[src/rtl/blsp_pkg.sv]
// ---------------------------------------------------------------------------
// blsp_pkg
// Types, constants and helper functions shared by the backlight level stepper.
// ---------------------------------------------------------------------------
`default_nettype none

package blsp_pkg;

  localparam int PCT_W       = 16;
  localparam int DUTY_W      = 16;
  localparam int LEVEL_W     = 7;
  localparam int LEVEL_SLOTS = 32;
  localparam int IDX_W       = 5;
  // Dividend width covers 200 * 65535 + 65535; divisor width covers 2 * 65535.
  localparam int NUM_W       = 24;
  localparam int DEN_W       = 17;

  localparam logic [LEVEL_W-1:0] PCT_FULL = 7'd100;
  localparam logic [DEN_W-1:0]   DEN_DUTY = 17'd200;

  typedef enum logic [1:0] {
    OP_UP    = 2'd0,
    OP_DOWN  = 2'd1,
    OP_SET   = 2'd2,
    OP_QUERY = 2'd3
  } op_t;

  typedef logic [LEVEL_W-1:0] level_table_t [LEVEL_SLOTS];

  localparam level_table_t LEVEL_TABLE = '{
    7'd1,   7'd2,   7'd4,   7'd6,   7'd9,   7'd12,  7'd16,  7'd20,
    7'd25,  7'd30,  7'd36,  7'd43,  7'd51,  7'd60,  7'd70,  7'd80,
    7'd90,  7'd100, 7'd100, 7'd100, 7'd100, 7'd100, 7'd100, 7'd100,
    7'd100, 7'd100, 7'd100, 7'd100, 7'd100, 7'd100, 7'd100, 7'd100
  };

  typedef struct packed {
    logic             start;
    logic [NUM_W-1:0] num;
    logic [DEN_W-1:0] den;
  } div_req_t;

  typedef struct packed {
    logic              start;
    logic              up;
    logic [PCT_W-1:0]  cur;
  } scan_req_t;

  // 200 * d built from three shifted copies.
  function automatic logic [NUM_W-1:0] times200(input logic [DUTY_W-1:0] d);
    logic [NUM_W-1:0] w;
    w = NUM_W'(d);
    return (w << 7) + (w << 6) + (w << 3);
  endfunction

  // Dividend for the duty division by 200. A zero level can only fall to the
  // lower clamp, which is round(max / 200) = floor((max + 100) / 200).
  function automatic logic [NUM_W-1:0] duty_numerator(input logic [LEVEL_W-1:0] level,
                                                       input logic [DUTY_W-1:0]  mx);
    logic [LEVEL_W:0] lv2;
    logic [NUM_W-1:0] p;
    lv2 = {level, 1'b0};
    p   = NUM_W'(lv2) * NUM_W'(mx);
    if (level == '0) begin
      return NUM_W'(mx) + NUM_W'(100);
    end else begin
      return p + NUM_W'(100);
    end
  endfunction

  function automatic logic [PCT_W-1:0] sat_pct(input logic [NUM_W-1:0] q);
    if (q[NUM_W-1:PCT_W] != '0) begin
      return '1;
    end else begin
      return q[PCT_W-1:0];
    end
  endfunction

endpackage

`default_nettype wire

[src/rtl/blsp_if.sv]
// ---------------------------------------------------------------------------
// blsp_if
// Request and result channels of the backlight level stepper.
// ---------------------------------------------------------------------------
`default_nettype none

interface blsp_req_if;
  logic       valid;
  logic       ready;
  logic [1:0] op;
  logic [9:0] percent_request;

  modport source (output valid, output op, output percent_request, input ready);
  modport sink   (input valid, input op, input percent_request, output ready);
endinterface

interface blsp_res_if;
  logic        valid;
  logic        ready;
  logic [15:0] percent_before;
  logic [15:0] percent_after;
  logic [15:0] duty_value;
  logic        duty_written;

  modport source (output valid, output percent_before, output percent_after,
                  output duty_value, output duty_written, input ready);
  modport sink   (input valid, input percent_before, input percent_after,
                  input duty_value, input duty_written, output ready);
endinterface

`default_nettype wire

[src/rtl/blsp_divider.sv]
// ---------------------------------------------------------------------------
// blsp_divider
// Restoring divider that produces one quotient bit per cycle.
// ---------------------------------------------------------------------------
`default_nettype none

module blsp_divider
  import blsp_pkg::*;
(
  input  wire logic             clk,
  input  wire logic             rst,
  input  wire div_req_t         req,
  output logic                  done,
  output logic [NUM_W-1:0]      quot
);

  localparam int CNT_W = $clog2(NUM_W);

  logic             busy;
  logic [CNT_W-1:0] cnt;
  logic [DEN_W-1:0] rem;
  logic [DEN_W-1:0] den;
  logic [NUM_W-1:0] shreg;

  logic [DEN_W:0]   shifted;
  logic [DEN_W+1:0] diff;
  logic             qbit;
  logic [DEN_W-1:0] rem_next;

  // The dividend leaves at the top of the shift register while quotient bits
  // enter at the bottom.
  always_comb begin
    shifted  = {rem, shreg[NUM_W-1]};
    diff     = {1'b0, shifted} - {2'b00, den};
    qbit     = ~diff[DEN_W+1];
    rem_next = qbit ? diff[DEN_W-1:0] : shifted[DEN_W-1:0];
  end

  always_ff @(posedge clk) begin
    if (rst) begin
      busy <= 1'b0;
      done <= 1'b0;
      cnt  <= '0;
    end else begin
      done <= !req.start && busy && (cnt == CNT_W'(NUM_W - 1));
      if (req.start) begin
        busy  <= 1'b1;
        cnt   <= '0;
        rem   <= '0;
        shreg <= req.num;
        den   <= req.den;
      end else if (busy) begin
        rem   <= rem_next;
        shreg <= {shreg[NUM_W-2:0], qbit};
        cnt   <= cnt + 1'b1;
        if (cnt == CNT_W'(NUM_W - 1)) begin
          busy <= 1'b0;
        end
      end
    end
  end

  assign quot = shreg;

endmodule

`default_nettype wire

[src/rtl/blsp_level_scan.sv]
// ---------------------------------------------------------------------------
// blsp_level_scan
// Walks the level table one entry per cycle to find the next or previous level.
// ---------------------------------------------------------------------------
`default_nettype none

module blsp_level_scan
  import blsp_pkg::*;
#(
  parameter int LEVEL_COUNT = 18
) (
  input  wire logic          clk,
  input  wire logic          rst,
  input  wire scan_req_t     req,
  output logic               done,
  output logic [LEVEL_W-1:0] level
);

  localparam logic [IDX_W-1:0] LAST = IDX_W'(LEVEL_COUNT - 1);

  logic             busy;
  logic             up;
  logic [IDX_W-1:0] idx;
  logic [PCT_W-1:0] cur;

  logic [LEVEL_W-1:0] entry;
  logic               hit;

  // Upwards the first entry above the percent wins; downwards the last one
  // below it. The end of the table stops the walk either way.
  always_comb begin
    entry = LEVEL_TABLE[idx];
    if (up) begin
      hit = (idx == LAST) || (cur < PCT_W'(entry));
    end else begin
      hit = (idx == '0) || (PCT_W'(entry) < cur);
    end
  end

  always_ff @(posedge clk) begin
    if (rst) begin
      busy <= 1'b0;
      done <= 1'b0;
    end else begin
      done <= !req.start && busy && hit;
      if (req.start) begin
        busy <= 1'b1;
        up   <= req.up;
        cur  <= req.cur;
        idx  <= req.up ? '0 : LAST;
      end else if (busy) begin
        if (hit) begin
          busy  <= 1'b0;
          level <= entry;
        end else if (up) begin
          idx <= idx + 1'b1;
        end else begin
          idx <= idx - 1'b1;
        end
      end
    end
  end

endmodule

`default_nettype wire

[src/rtl/backlight_level_stepper.sv]
// ---------------------------------------------------------------------------
// backlight_level_stepper
// Holds a PWM backlight duty and steps it along a perceptual level table.
//
// The request channel carries an op (step up, step down, set percent, query)
// and a percent; every request gives exactly one item on the result channel
// with the percent before and after, the duty now driven and a written flag.
// The period maximum is written via cfg_write_en / cfg_write_data while the
// block is idle (a user rule, not enforced); a zero maximum counts as one.
//
// One request is worked on at a time. All divisions go through one serial
// divider at one quotient bit per cycle; a registered start launches it and
// a registered done flag hands back the quotient. A query uses it once; a set
// percent uses it three times; a step uses it three times as well and adds a
// walk along the level table.
//
// Reset clears the duty to zero and sets the period maximum to 65535. A
// finished result waits in an output register; the next request is taken
// meanwhile, and only its own result waits until the receiver is ready.
// ---------------------------------------------------------------------------
`default_nettype none

module backlight_level_stepper
  import blsp_pkg::*;
#(
  parameter int DUTY_BITS   = 16,
  parameter int LEVEL_COUNT = 18
) (
  input  wire logic        clk,
  input  wire logic        rst,
  blsp_req_if.sink         request,
  blsp_res_if.source       result,
  input  wire logic        cfg_write_en,
  input  wire logic [15:0] cfg_write_data
);

  typedef enum logic [2:0] {
    S_IDLE,
    S_BEFORE,
    S_SCAN,
    S_DUTY,
    S_AFTER,
    S_DONE
  } state_t;

  state_t state;

  logic [DUTY_W-1:0]    duty_period_max;
  logic [DUTY_BITS-1:0] duty;
  op_t                  op;
  logic [9:0]           percent_req;
  logic [PCT_W-1:0]     pct_before;
  logic [PCT_W-1:0]     after;
  logic                 written;

  div_req_t             div_req;
  scan_req_t            scan_req;
  logic                 div_done;
  logic [NUM_W-1:0]     quot;
  logic                 scan_done;
  logic [LEVEL_W-1:0]   scan_level;

  logic [DUTY_W-1:0]    mx;
  logic [DUTY_W-1:0]    duty16;
  logic [DUTY_W-1:0]    new_duty16;
  logic [LEVEL_W-1:0]   set_level;
  logic                 accept;
  logic                 res_free;
  logic                 div_start_next;
  logic                 scan_start_next;

  always_comb begin
    mx         = (duty_period_max == '0) ? DUTY_W'(1) : duty_period_max;
    duty16     = DUTY_W'(duty);
    // The stored duty keeps only DUTY_BITS bits of the new value.
    new_duty16 = DUTY_W'(DUTY_BITS'(quot[DUTY_W-1:0]));
    set_level  = (percent_req > 10'(PCT_FULL)) ? PCT_FULL : percent_req[LEVEL_W-1:0];
    accept     = request.valid && request.ready;
    res_free   = !result.valid || result.ready;
    div_start_next  = (state == S_IDLE && accept) ||
                      (state == S_BEFORE && div_done && op == OP_SET) ||
                      (state == S_SCAN && scan_done) ||
                      (state == S_DUTY && div_done);
    scan_start_next = (state == S_BEFORE) && div_done &&
                      (op == OP_UP || op == OP_DOWN);
  end

  assign request.ready = (state == S_IDLE);

  always_ff @(posedge clk) begin
    if (rst) begin
      duty_period_max <= 16'hFFFF;
    end else if (cfg_write_en) begin
      duty_period_max <= cfg_write_data;
    end
  end

  always_ff @(posedge clk) begin
    if (rst) begin
      state          <= S_IDLE;
      duty           <= '0;
      div_req.start  <= 1'b0;
      scan_req.start <= 1'b0;
      result.valid   <= 1'b0;
    end else begin
      div_req.start  <= div_start_next;
      scan_req.start <= scan_start_next;
      if (result.valid && result.ready && state != S_DONE) begin
        result.valid <= 1'b0;
      end
      case (state)
        S_IDLE: begin
          if (accept) begin
            op            <= op_t'(request.op);
            percent_req   <= request.percent_request;
            div_req.num   <= times200(duty16) + NUM_W'(mx);
            div_req.den   <= {mx, 1'b0};
            state         <= S_BEFORE;
          end
        end
        S_BEFORE: begin
          if (div_done) begin
            pct_before <= sat_pct(quot);
            if (op == OP_QUERY) begin
              after   <= sat_pct(quot);
              written <= 1'b0;
              state   <= S_DONE;
            end else if (op == OP_SET) begin
              div_req.num   <= duty_numerator(set_level, mx);
              div_req.den   <= DEN_DUTY;
              state         <= S_DUTY;
            end else begin
              scan_req.up    <= (op == OP_UP);
              scan_req.cur   <= sat_pct(quot);
              state          <= S_SCAN;
            end
          end
        end
        S_SCAN: begin
          if (scan_done) begin
            div_req.num   <= duty_numerator(scan_level, mx);
            div_req.den   <= DEN_DUTY;
            state         <= S_DUTY;
          end
        end
        S_DUTY: begin
          if (div_done) begin
            duty          <= DUTY_BITS'(quot[DUTY_W-1:0]);
            written       <= 1'b1;
            div_req.num   <= times200(new_duty16) + NUM_W'(mx);
            div_req.den   <= {mx, 1'b0};
            state         <= S_AFTER;
          end
        end
        S_AFTER: begin
          if (div_done) begin
            after <= sat_pct(quot);
            state <= S_DONE;
          end
        end
        S_DONE: begin
          if (res_free) begin
            result.valid          <= 1'b1;
            result.percent_before <= pct_before;
            result.percent_after  <= after;
            result.duty_value     <= duty16;
            result.duty_written   <= written;
            state                 <= S_IDLE;
          end
        end
        default: begin
          state <= S_IDLE;
        end
      endcase
    end
  end

  blsp_divider u_divider (
    .clk  (clk),
    .rst  (rst),
    .req  (div_req),
    .done (div_done),
    .quot (quot)
  );

  blsp_level_scan #(
    .LEVEL_COUNT (LEVEL_COUNT)
  ) u_level_scan (
    .clk   (clk),
    .rst   (rst),
    .req   (scan_req),
    .done  (scan_done),
    .level (scan_level)
  );

endmodule

`default_nettype wire
[src/flat_wrapper.sv]
// flat-port wrapper written by rule: the top's interface ports become plain ports
module backlight_level_stepper_flat import blsp_pkg::*;
#(
  parameter int DUTY_BITS   = 16,
  parameter int LEVEL_COUNT = 18
)
  (clk, rst, cfg_write_en, cfg_write_data, request_valid, request_op, request_percent_request, request_ready, result_valid, result_percent_before, result_percent_after, result_duty_value, result_duty_written, result_ready);
  blsp_req_if request_i ();
  blsp_res_if result_i ();
  input  wire logic clk;
  input  wire logic rst;
  input  wire logic cfg_write_en;
  input  wire logic [15:0] cfg_write_data;
  input wire logic [$bits(request_i.valid)-1:0] request_valid;
  input wire logic [$bits(request_i.op)-1:0] request_op;
  input wire logic [$bits(request_i.percent_request)-1:0] request_percent_request;
  output wire logic [$bits(request_i.ready)-1:0] request_ready;
  output wire logic [$bits(result_i.valid)-1:0] result_valid;
  output wire logic [$bits(result_i.percent_before)-1:0] result_percent_before;
  output wire logic [$bits(result_i.percent_after)-1:0] result_percent_after;
  output wire logic [$bits(result_i.duty_value)-1:0] result_duty_value;
  output wire logic [$bits(result_i.duty_written)-1:0] result_duty_written;
  input wire logic [$bits(result_i.ready)-1:0] result_ready;
  assign request_i.valid = request_valid;
  assign request_i.op = request_op;
  assign request_i.percent_request = request_percent_request;
  assign request_ready = request_i.ready;
  assign result_valid = result_i.valid;
  assign result_percent_before = result_i.percent_before;
  assign result_percent_after = result_i.percent_after;
  assign result_duty_value = result_i.duty_value;
  assign result_duty_written = result_i.duty_written;
  assign result_i.ready = result_ready;
  backlight_level_stepper #(.DUTY_BITS(DUTY_BITS), .LEVEL_COUNT(LEVEL_COUNT)) u_core (.clk(clk), .rst(rst), .request(request_i), .result(result_i), .cfg_write_en(cfg_write_en), .cfg_write_data(cfg_write_data));
endmodule
[config.mk]
export PLATFORM = sky130hd
export DESIGN_NAME = backlight_level_stepper_flat
export DESIGN_NICKNAME = d
export VERILOG_FILES = /design/src/rtl/blsp_pkg.sv /design/src/rtl/blsp_if.sv /design/src/rtl/blsp_divider.sv /design/src/rtl/blsp_level_scan.sv /design/src/rtl/backlight_level_stepper.sv /design/src/flat_wrapper.sv
export SDC_FILE = /design/constraint.sdc
export NUM_CORES = 1
export LEC_CHECK = 0
export BUFFER_PORTS_ARGS = -buffer_cell sky130_fd_sc_hd__buf_4
export CAP_MARGIN = 20
export CORE_AREA = 2 2 211 213
export CTS_CLUSTER_SIZE = 10
export DETAILED_ROUTE_END_ITERATION = 7
export DIE_AREA = 0 0 213 215
export GPL_TIMING_DRIVEN = 0
export PLACE_DENSITY_LB_ADDON = 0.15
export SYNTH_ARGS = -nofsm -noshare
export SYNTH_HDL_FRONTEND = slang
export SYNTH_SLANG_ARGS = --single-unit
[constraint.sdc]
create_clock -name clk -period 9.3 [get_ports clk]
set_clock_uncertainty 0.15 [all_clocks]
set_input_delay 0 -clock clk [delete_from_list [all_inputs] [get_ports clk]]
set_output_delay 0 -clock clk [all_outputs]
set_load 0.02 [all_outputs]
==> results.txt <==
----------------------------------------------------
[Route]
  ANT nets after route ... 0
  Detailed router's first-iteration violation count ... 1347
  Average via count per standard cell ... 5.66
  Wire length per cell after detailed routing ... 19.5 µm
  Iteration count of the initial detailed-routing pass ... 5
  Overall routed net length ... 58400 µm
  Vias post-DR ... 17.0k
  Number of design rule violations left after detail routing ... 0

[Timing]
  Setup repair after global routing missed its margin ... no
  Total negative slack for setup checks ... 0 ps
  Max Fclk ... 120 MHz
  Min setup slack post-route ... 936 ps
  Setup violations, final ... 0
  Final-report hold violation count ... 0
  Slew Viols, Final ... 0
  Period minus WS final ... 8360 ps
  Worst slew margin relative to its limit ... 19.5%
  Hold WS ... 33.6 ps
  Ratio of final minimum period to clock period ... 89.9%
  Least-Margin Pin Slew ... 1200 ps

[Logic synthesis]
  Mean area per synthesized cell ... 10.3 µm²
  Yosys warning count ... 0
  Count of distinct cell types in the synthesized netlist ... 82
  Number of synthesized register bits ... 284
  Post-synthesis instance area ... 22700 µm²
  Number of enable flip-flop cells after synthesis ... 237
  Fraction of synthesis flops using an asynchronous set or reset pin ... 0%
  Sequential share of the synthesized area ... 35.5%
  Net count of the mapped netlist ... 2611
  Cells after synthesis ... 2205
  Primary flip-flop cell chosen by synthesis mapping ... sky130_fd_sc_hd__edfxtp_1

[Setup path]
  Kind of critical path ... flip-flop to flip-flop
  Data arrival time of the critical path ... 8480 ps
  Crit path max fanout ... 10
  Worst setup EP type ... flip-flop
  Launch point of the critical path ... u_core.duty_period_max[11]
  Type of element launching the critical path ... flip-flop
  Launch point of the worst reg-to-reg path ... u_core.duty_period_max[11]
  Critical path data required time ... 9410 ps

[Pwr]
  Relative contribution of the clock network to total power ... 16.3%
  Comb pwr share ... 61.0%
  Leakage ... 10.7 nW
  Sw Pwr ... 3.50 mW
  Internal ... 4.30 mW
  Switching Share ... 44.8%
  Highest ir drop seen on vdd ... 0.000202 V
  Total power per unit cell area ... 303 nW/µm²
  Relative contribution of sequential cells to total power ... 22.7%

[Finish]
  Most frequent cells in the layout ... 259 x sky130_fd_sc_hd__inv_1, 237 x sky130_fd_sc_hd__edfxtp_1, 215 x sky130_fd_sc_hd__nand2_1, 187 x sky130_fd_sc_hd__ha_1, 186 x sky130_fd_sc_hd__fa_1
  Share of cells above drive strength 1 ... 8.44%
  Post-route insts no fill ... 2997
  Total number of nets in the final design ... 2785
  Share of the core filled with cells in the final layout ... 58.9%
  Commonest non-fill, non-tap cell in the layout ... sky130_fd_sc_hd__inv_1
  Antenna diode count ... 0
  Synthesis-to-layout area growth ... 13.1%

[Global routing]
  Global router's overall resource usage ... 26.4%
  Total global routing overflow ... 0
  Met2 layer usage reported by global route ... 42.6%
  Global Route met1 Usage ... 35.7%
  Via count of the first global-routing pass ... 17.1k
  Busiest metal layer after global routing ... met2
  Met3 global-route usage ... 4.08%
  Wire length of the first global-routing pass ... 93300 µm
  Maximum number of pins on one net before global-route repair ... 25
  Number of antenna violations at the first check in global routing ... 0

[Clock network]
  Number of gates resized after CTS ... 0
  Total setup buffers inserted after CTS ... 0
  Clock Tree Root ... sky130_fd_sc_hd__clkbuf_16
  Number of buffers added to fix hold violations after cts ... 40
  Worst skew pair latency ... 540 ps
  Number of buffers added by the clock tree synthesis step ... 35
  TritonCTS clock tree ... done
  Clk sink count ... 284
  Clock transition at path regs ... 60 ps
  # H-tree levels ... 2
  Buffer depth of the longest clock path ... 3

[Die]
  Starting density of the core ... 52.0%
  Area of the core ... 43600 µm²
  Floorplan die area ... 45800 µm²
  Vertical extent of the die ... 215 µm
  Die span in x ... 213 µm
  Floorplan row count ... 77
  I/O pin total ... 84

[Place]
  Worst setup slack before clock tree synthesis ... 1050 ps
  Number of buffers inserted by port buffering ... 81
  Placed instance count ... 2894
  DP Wirelength ... 45700 µm
  RD Place Congestion ... 0.915

[Worst hold path]
  Class of the tightest hold or removal check ... input pin to flip-flop
  Origin of the worst min-delay path ... request_percent_request[0]

[Outcome]
  Result of the run ... complete, no violations

[Run]
  Max Cap Viol ... 0

----------------------------------------------------
[worst paths after layout]
check / endpoint / slack [ps] / cells after the start
setup / recovery: u_core.div_req[36] / 940 / 26
hold / removal: u_core.percent_req[0] / 30 / 2
setup reg to reg: u_core.div_req[36] / 940 / 26
hold reg to reg: u_core.result.percent_after[2] / 260 / 0
[Yosys cell counts (20+ instances only)]
library cell / number / area share (%)
sky130_fd_sc_hd__xnor2_1: 83 / 3.2
sky130_fd_sc_hd__o21a_1: 20 / 0.66
sky130_fd_sc_hd__nor3_1: 23 / 0.51
sky130_fd_sc_hd__and2_1: 89 / 2.5
sky130_fd_sc_hd__nand3_1: 24 / 0.53
sky130_fd_sc_hd__o211ai_1: 20 / 0.66
sky130_fd_sc_hd__a21oi_1: 102 / 2.2
sky130_fd_sc_hd__inv_1: 259 / 4.3
sky130_fd_sc_hd__o21ai_0: 56 / 1.2
sky130_fd_sc_hd__and3_1: 42 / 1.2
sky130_fd_sc_hd__fa_1: 186 / 16
sky130_fd_sc_hd__nor2_1: 140 / 2.3
sky130_fd_sc_hd__mux2_2: 20 / 0.99
sky130_fd_sc_hd__clkbuf_1: 75 / 1.2
sky130_fd_sc_hd__edfxtp_1: 237 / 31
sky130_fd_sc_hd__nand2b_1: 20 / 0.55
sky130_fd_sc_hd__mux2i_1: 24 / 1.1
sky130_fd_sc_hd__xor2_1: 45 / 1.7
sky130_fd_sc_hd__ha_1: 187 / 10
sky130_fd_sc_hd__dfxtp_1: 47 / 4.1
sky130_fd_sc_hd__a21o_1: 27 / 0.89
sky130_fd_sc_hd__nor2b_1: 32 / 0.88
sky130_fd_sc_hd__or2_2: 22 / 0.61
sky130_fd_sc_hd__nand2_1: 215 / 3.6
[state kept, by name, indices dropped and copies added (netlist names), 2 cells and up]
name	flops
u_core.div_req	41
u_core.u_divider.quot	24
u_core.scan_req	18
u_core.u_divider.rem	17
u_core.after	16
u_core.duty	16
u_core.duty_period_max	16
u_core.pct_before	16
u_core.result.duty_value	16
u_core.result.percent_after	16
u_core.result.percent_before	16
u_core.u_divider.den	16
u_core.u_level_scan.cur	16
u_core.percent_req	10
u_core.u_level_scan.level	7
u_core.u_divider.cnt	5
u_core.u_level_scan.idx	5
u_core.state	3
u_core.op	2
[cell families (layout without fill, tap and decap cells)]
group / Yosys count / count (layout) / synth area share, %
AOI/OAI and AO/OA: 346 / 346 / 9.93
xor gates and xnor gates: 129 / 129 / 5.01
adders and majority gates: 373 / 373 / 26.7
buffers and inverters: 346 / 546 / 5.77
DFF: 284 / 284 / 35.5
muxes: 44 / 44 / 2.05
and+or+nand+nor: 683 / 683 / 15.1
[critical path, stage by stage (launching register included)]
cell	delay, ps
sky130_fd_sc_hd__dfxtp_1	300
sky130_fd_sc_hd__clkbuf_1	550
sky130_fd_sc_hd__nor4_1	130
sky130_fd_sc_hd__and3_1	210
sky130_fd_sc_hd__nand4_1	230
sky130_fd_sc_hd__nor2b_1	490
sky130_fd_sc_hd__clkbuf_1	570
sky130_fd_sc_hd__nand2b_1	220
sky130_fd_sc_hd__fa_1	420
sky130_fd_sc_hd__fa_1	540
sky130_fd_sc_hd__inv_1	50
sky130_fd_sc_hd__fa_1	530
sky130_fd_sc_hd__inv_1	60
sky130_fd_sc_hd__fa_1	520
sky130_fd_sc_hd__inv_1	50
sky130_fd_sc_hd__ha_1	240
sky130_fd_sc_hd__a21o_1	190
sky130_fd_sc_hd__or3_1	330
sky130_fd_sc_hd__o21ai_0	350
sky130_fd_sc_hd__xnor2_1	230
sky130_fd_sc_hd__nand4_1	190
sky130_fd_sc_hd__nor3_1	600
sky130_fd_sc_hd__nor3b_1	330
sky130_fd_sc_hd__xor2_1	190
sky130_fd_sc_hd__o22ai_1	100
sky130_fd_sc_hd__a21oi_1	210
sky130_fd_sc_hd__o31ai_1	100
[area by class of cell]
type                            count  area [µm²]
Fill cell                        3725       17900
Clock buffer                       58         972
Multi-Input combinational cell   1575       13400
Timing Repair Buffer              137        1150
Sequential cell                   284        8060
Clock inverter                      5        93.8
Inverter                          266         998
Buffer                             80         313
Tap cell                          592         741
[per-layer routing]
metal	vias up	wire length, µm
li1	7891	-
met4	0	2210
met3	128	3810
met1	8386	25200
met5	-	0
met2	566	27200
[per-stage QoR]
stage,cell area (µm²),total power [mW]
6_report,25700,7.80
4_1_cts,25700,7.80
2_1_floorplan,22700,5.34
3_3_place_gp,24100,6.40
5_1_grt,25700,8.43
3_5_place_dp,24200,6.48
[power groups by stage]
stage                     Clock (mW)  Combinational, mW  Sequential [mW]
after floorplan                    0               3.60             1.75
after global placement             0               4.59             1.81
final                           1.27               4.76             1.77
after CTS                       1.29               4.75             1.77
after detailed placement           0               4.69             1.79
after global routing            1.34               5.30             1.78
Power figures use the tool's default switching activity.
